File: src/bat_pkg.sv
package bat_pkg;

  localparam int TABLE_DEPTH = 16;
  localparam int ADDR_W      = 16;
  localparam int CNT_W       = $clog2(TABLE_DEPTH + 1);
  localparam int COUNT_OUT_W = 5;

  typedef enum logic [1:0] {
    KIND_ADD    = 2'd0,
    KIND_REMOVE = 2'd1,
    KIND_CLEAR  = 2'd2,
    KIND_CHECK  = 2'd3
  } bat_kind_t;

  typedef struct packed {
    logic [ADDR_W-1:0] address;
    logic              store;
    logic              shift;
  } bat_cmd_t;

endpackage

File: src/bat_cell.sv
module bat_cell
  import bat_pkg::*;
(
  input  logic              clk,
  input  bat_cmd_t          cmd,
  input  logic              slot_used,
  input  logic              slot_tail,
  input  logic [ADDR_W-1:0] next_entry,
  input  logic              found_in,
  output logic              found_out,
  output logic [ADDR_W-1:0] entry
);

  logic [ADDR_W-1:0] entry_r;
  logic [ADDR_W-1:0] entry_nxt;
  logic              match;

  always_comb begin
    match     = slot_used && (entry_r == cmd.address);
    found_out = found_in || match;
    entry_nxt = entry_r;
    if (cmd.store && slot_tail && !found_in) begin
      // append only when no used slot below already holds the address
      entry_nxt = cmd.address;
    end else if (cmd.shift && found_out && slot_used) begin
      // close the gap: take the neighbour's entry
      entry_nxt = next_entry;
    end
  end

  always_ff @(posedge clk) begin
    entry_r <= entry_nxt;
  end

  assign entry = entry_r;

endmodule

File: src/breakpoint_address_table_unit.sv
// Breakpoint address table unit.
// Input: raise start with in_kind, in_address and in_single_step; the request
// is taken at a rising edge where start is high and busy is low.
// Kinds: add, remove, clear all, check program counter.
// Output: out_valid strobes for one cycle with out_ok, out_halted and
// out_entry_count; the receiver cannot stall, so take the result that cycle.
// The accepting edge raises busy (req_r); out_valid is registered from busy.
// No request is taken while busy; busy is high for the one cycle in which
// the row of slot cells compares all entries against the address in
// parallel and updates itself (shift down on remove, append on add).
// Entries are packed from slot 0; only slots below the count are compared.
// Reset (rst_n low, synchronous): count and halted flag clear, no request is
// in flight, out_valid is low. The halted flag is sticky until reset.
module breakpoint_address_table_unit
  import bat_pkg::*;
(
  input  logic                   clk,
  input  logic                   rst_n,
  input  logic                   start,
  output logic                   busy,
  input  logic [1:0]             in_kind,
  input  logic [ADDR_W-1:0]      in_address,
  input  logic                   in_single_step,
  output logic                   out_valid,
  output logic                   out_ok,
  output logic                   out_halted,
  output logic [COUNT_OUT_W-1:0] out_entry_count
);

  logic                 req_r;
  bat_kind_t            kind_r;
  logic [ADDR_W-1:0]    addr_r;
  logic                 step_r;
  logic [CNT_W-1:0]     count_r;
  logic [CNT_W-1:0]     count_nxt;
  logic                 halted_r;
  logic                 halted_nxt;
  logic                 out_valid_r;
  logic                 out_ok_r;
  logic                 ok_nxt;
  logic                 full;
  logic                 any_match;
  logic [31:0]          count_ext;
  bat_cmd_t             cmd;

  logic [TABLE_DEPTH:0] found;
  logic [ADDR_W-1:0]    entries [TABLE_DEPTH];

  assign busy = req_r;
  assign full = (count_r == CNT_W'(TABLE_DEPTH));
  assign any_match = found[TABLE_DEPTH];
  assign found[0] = 1'b0;

  always_comb begin
    cmd.address = addr_r;
    cmd.store   = req_r && (kind_r == KIND_ADD) && !full;
    cmd.shift   = req_r && (kind_r == KIND_REMOVE);
  end

  genvar gi;
  generate
    for (gi = 0; gi < TABLE_DEPTH; gi++) begin : g_cell
      logic [ADDR_W-1:0] nbr;
      if (gi == TABLE_DEPTH - 1) begin : g_last
        assign nbr = entries[gi];
      end else begin : g_mid
        assign nbr = entries[gi+1];
      end
      bat_cell u_cell (
        .clk        (clk),
        .cmd        (cmd),
        .slot_used  (count_r > CNT_W'(gi)),
        .slot_tail  (count_r == CNT_W'(gi)),
        .next_entry (nbr),
        .found_in   (found[gi]),
        .found_out  (found[gi+1]),
        .entry      (entries[gi])
      );
    end
  endgenerate

  always_comb begin
    count_nxt  = count_r;
    halted_nxt = halted_r;
    ok_nxt     = 1'b0;
    unique case (kind_r)
      KIND_ADD: begin
        if (!full) begin
          ok_nxt = 1'b1;
          if (!any_match) begin
            count_nxt = count_r + CNT_W'(1);
          end
        end
      end
      KIND_REMOVE: begin
        if (any_match) begin
          ok_nxt    = 1'b1;
          count_nxt = count_r - CNT_W'(1);
        end
      end
      KIND_CLEAR: begin
        ok_nxt    = 1'b1;
        count_nxt = '0;
      end
      KIND_CHECK: begin
        if (step_r || any_match) begin
          ok_nxt     = 1'b1;
          halted_nxt = 1'b1;
        end
      end
      default: begin
        ok_nxt = 1'b0;
      end
    endcase
  end

  always_ff @(posedge clk) begin
    if (!rst_n) begin
      req_r       <= 1'b0;
      out_valid_r <= 1'b0;
      count_r     <= '0;
      halted_r    <= 1'b0;
    end else begin
      req_r       <= start && !req_r;
      out_valid_r <= req_r;
      if (req_r) begin
        count_r  <= count_nxt;
        halted_r <= halted_nxt;
      end
    end
  end

  // hold the request payload and the result flag
  always_ff @(posedge clk) begin
    if (start && !req_r) begin
      kind_r <= bat_kind_t'(in_kind);
      addr_r <= in_address;
      step_r <= in_single_step;
    end
    if (req_r) begin
      out_ok_r <= ok_nxt;
    end
  end

  assign count_ext       = 32'(count_r);
  assign out_valid       = out_valid_r;
  assign out_ok          = out_ok_r;
  assign out_halted      = halted_r;
  assign out_entry_count = count_ext[COUNT_OUT_W-1:0];

endmodule

File: config.mk
export PLATFORM = sky130hd
export DESIGN_NAME = breakpoint_address_table_unit
export DESIGN_NICKNAME = d
export VERILOG_FILES = /design/src/bat_pkg.sv /design/src/bat_cell.sv /design/src/breakpoint_address_table_unit.sv
export SDC_FILE = /design/constraint.sdc
export NUM_CORES = 1
export LEC_CHECK = 0
export BUFFER_PORTS_ARGS = -buffer_cell sky130_fd_sc_hd__buf_2
export CAP_MARGIN = 20
export CORE_UTILIZATION = 30
export CTS_CLUSTER_SIZE = 20
export DETAILED_ROUTE_END_ITERATION = 8
export PLACE_DENSITY_LB_ADDON = 0.05
export SYNTH_ARGS = -nofsm -noshare
export SYNTH_HDL_FRONTEND = slang
export SYNTH_SLANG_ARGS = --single-unit
export TNS_END_PERCENT = 10
File: constraint.sdc
create_clock -name clk -period 5.3 [get_ports clk]
set_input_delay 0.53 -clock clk [delete_from_list [all_inputs] [get_ports clk]]
set_output_delay 0.53 -clock clk [all_outputs]
set_load 0.02 [all_outputs]
==> impl_metrics.py <==
metrics = {
    "outcome": {
        "status": "finished, final reports clean",
    },
    "logic_synthesis": {
        "ys_seq_area_frac": 0.540,
        "yosys.area_share.xor_xnor": 0.144,
        "synth_top_area_frac": 0.530,
        "synth_top_family_by_area": "multiplexers",
        "syn_nets": 1179,
        "synthFlopType": "edfxtp_1",
        "synth-edff-count": 276,
        "synth.area.mux_share": 0.173,
        "synth.avg_cell_area_um2": 13.6,
        "ys_ff_latch": 284,
        "synth-simple-area-share": 0.0678,
        "synth.most_common_cell": "edfxtp_1",
        "synth.distinct_cells": 63,
        "netlist_top_cells_count": "edfxtp_1 (276), mux2_2 (222), xnor2_1 (132), xor2_1 (125), buf_2 (40)",
        "synth_warnings": 0,
        "synth_fa_ha_area_frac": 0.00800,
        "synth_compound_area_frac": 0.0300,
        "yosys.area.top_type": "edfxtp_1",
        "synth.top_cells.by_area": "edfxtp_1 (53%), mux2_2 (16%), xnor2_1 (7.4%), xor2_1 (7.0%), nor4_1 (1.5%)",
        "netlist_area_um2": 15600,
        "synth_cells": 1147,
        "synthArstFlopShare": 0,
    },
    "route": {
        "drc": 0,
        "dr.pass1.iters": 5,
        "route.antenna.remaining_nets": 0,
        "first_iter_violations": 480,
        "vias_per_cell": 4.85,
        "finalWirelength_um": 46400,
        "vias": 9133,
        "wl_per_cell_um": 24.7,
    },
    "min_path": {
        "min_to": "addr_r[15]",
        "hold_class": "input pin to register",
        "holdCritStartpoint": "in_address[15]",
        "hold_depth": 1,
    },
    "worst_setup_path": {
        "path_cells": "ha_1 > nor4bb_1 > nor4_1 > nand3_1 > o2bb2ai_1 > nor4_1 > and3_4 > and3_1 > o21bai_1 > buf_4",
        "crit_arrival_ps": 4790,
        "path_common_cell": "nor4_1",
        "start_kind": "register",
        "r2r_cells": 10,
        "worstSetupPathType": "register to register",
        "r2r_end": "g_cell[14].u_cell.entry[15]",
        "rrSetupSlack_ps": 740,
        "critPathTopFamily": "simple AND/OR/NAND/NOR gates",
        "worst_path_max_delay_cell": "and3_1",
        "required_ps": 5540,
        "worst-path-max-fanout": 17,
        "r2r_start": "out_entry_count[0]",
        "path_buf_inv": 1,
        "end_kind": "register",
        "cpPeakStageDelay_ps": 790,
    },
    "clock_tree": {
        "clk_pin_slew_ps": 60,
        "postCtsSetupBuffers": 0,
        "htree_levels": 2,
        "clockRootBuffer": "clkbuf_16",
        "cts_tree": "built",
        "insertion_delay_ps": 560,
        "clock-sinks": 284,
        "ctsResizeCount": 0,
        "cts-buffers-inserted": 39,
        "clock_path_buffers": 3,
        "cts_hold_buf": 0,
    },
    "placed_design": {
        "dp.final_hpwl_um": 32500,
        "routabilityCongestion": 0.783,
        "port-buffer-count": 30,
        "pre_cts_slack_ps": 765,
    },
    "sta": {
        "final.setup.worst_slack_ps": 743,
        "setup_viol": 0,
        "slew_viol_final": 0,
        "fin_worst_skew_ps": 17.9,
        "worstMarginPinSlew_ps": 1010,
        "relSlewSlack": 0.327,
        "final-hold-violation-count": 0,
        "fin_crit_sh": 0.860,
        "fin_setup_tns_ps": 0,
        "fmax_mhz": 219,
        "rsz0062_at_grt": "false",
        "min_period_ps": 4560,
    },
    "global_route": {
        "grt_max_degree": 33,
        "grt_antenna_before_repair": 2,
        "grt_pass1_vias": 10012,
        "grt_pass1_wl_um": 68900,
        "grt_usage": 0.177,
        "grt_remaining_overflow": 0,
    },
    "finish": {
        "nets": 1202,
        "syn_to_final_growth_pct": 14.2,
        "multi_input_area_um2": 6640,
        "seq_area_um2": 8450,
        "drive_gt1_frac": 0.313,
        "n_fill_cell": 5008,
    },
    "floorplan": {
        "ioPinCount": 31,
        "dieHeight_um": 230,
        "fp.dieW_um": 230,
        "core_area_um2": 51400,
        "row_count": 83,
        "dieArea_um2": 53100,
        "start_util": 0.304,
    },
    "power_and_ir_drop": {
        "power.total_w": 0.00541,
        "p_per_area_nw_per_um2": 303,
        "ir_drop_uv": 195,
        "p_leak_nw": 5.85,
    },
    "flow_run": {
        "drv_cap": 0,
    },
}
registers in the layout, indices dropped and copies added, names as in the netlist, 2 cells and up:
signal	cells
g_cell.u_cell.entry	256
out_entry_count	5
kind_r	2
addr_r	16
layout by cell type, fill, tap and decap left out, types with 4 or more instances in the layout:
cell type	netlist	routed
a211oi_1	7	7
a21oi_1	4	4
and2_1	4	4
and3_1	12	12
buf_12	0	8
buf_2	40	30
buf_4	22	42
clkbuf_1	31	12
clkbuf_16	0	41
clkinv_1	0	8
clkinv_2	0	6
dfxtp_1	8	8
edfxtp_1	276	276
ha_1	10	10
inv_1	9	9
mux2_1	18	18
mux2_2	222	222
nand2_1	23	23
nand3_1	18	18
nand4_1	36	36
nor2_1	16	16
nor3_1	13	13
nor4_1	37	37
o21a_1	4	4
o21ai_0	7	7
or2_2	4	4
xnor2_1	132	132
xor2_1	125	125
routing by layer:
metal	part of all wire	global-route usage	vias up
met5	0	0	-
met4	0.025	0.0594	0
met3	0.027	0.0263	65
met2	0.48	0.295	119
met1	0.46	0.235	4643
li1	-	-	4306
power breakdown:
part / internal (W) / total (W) / switching (W)
combinational: 0.000126 / 0.000335 / 0.000209
sequential: 0.00245 / 0.00249 / 0.0000363
clock: 0.00156 / 0.00259 / 0.00103
total: 0.00413 / 0.00541 / 0.00127
final cells by class:
type / instances / share of cell area
sequential: 284 / 0.473
multi-input combinational: 752 / 0.371
clock buffer: 53 / 0.0599
tap: 680 / 0.0476
timing repair buffer: 81 / 0.0366
clock inverter: 18 / 0.00889
inverter: 12 / 0.00252
antenna: 2 / 0.000280
per-stage QoR:
step | instances | hold slack [ps] | instance area (um^2) | utilization
floorplan | 1147 | 421 | 15600 | -
global placement | 1808 | 433 | 16600 | 0.323
detailed placement | 1809 | 439 | 16600 | 0.324
CTS | 1880 | 114 | 17900 | 0.347
global route | 1880 | 128 | 17900 | 0.347
finish | 1882 | 148 | 17900 | 0.348
worst max path at each step:
stage                  startpoint                     endpoint  cells after the start
2_1_floorplan  out_entry_count[0]    g_cell[8].u_cell.entry[0]                      9
3_3_place_gp   out_entry_count[0]  g_cell[14].u_cell.entry[14]                     10
3_5_place_dp   out_entry_count[0]   g_cell[14].u_cell.entry[5]                     10
4_1_cts        out_entry_count[0]   g_cell[14].u_cell.entry[6]                     10
5_1_grt        out_entry_count[0]  g_cell[14].u_cell.entry[15]                     10
6_report       out_entry_count[0]  g_cell[14].u_cell.entry[15]                     10
cells by family after synthesis:
family | count (synthesis)
AO/OA/AOI/OAI | 62
flip-flops | 284
adder cells (fa/ha/maj) | 10
multiplexers | 240
XOR/XNOR | 257
AND/OR/NAND/NOR | 183
buffers and inverters | 111
Power figures use the tool's default switching activity.
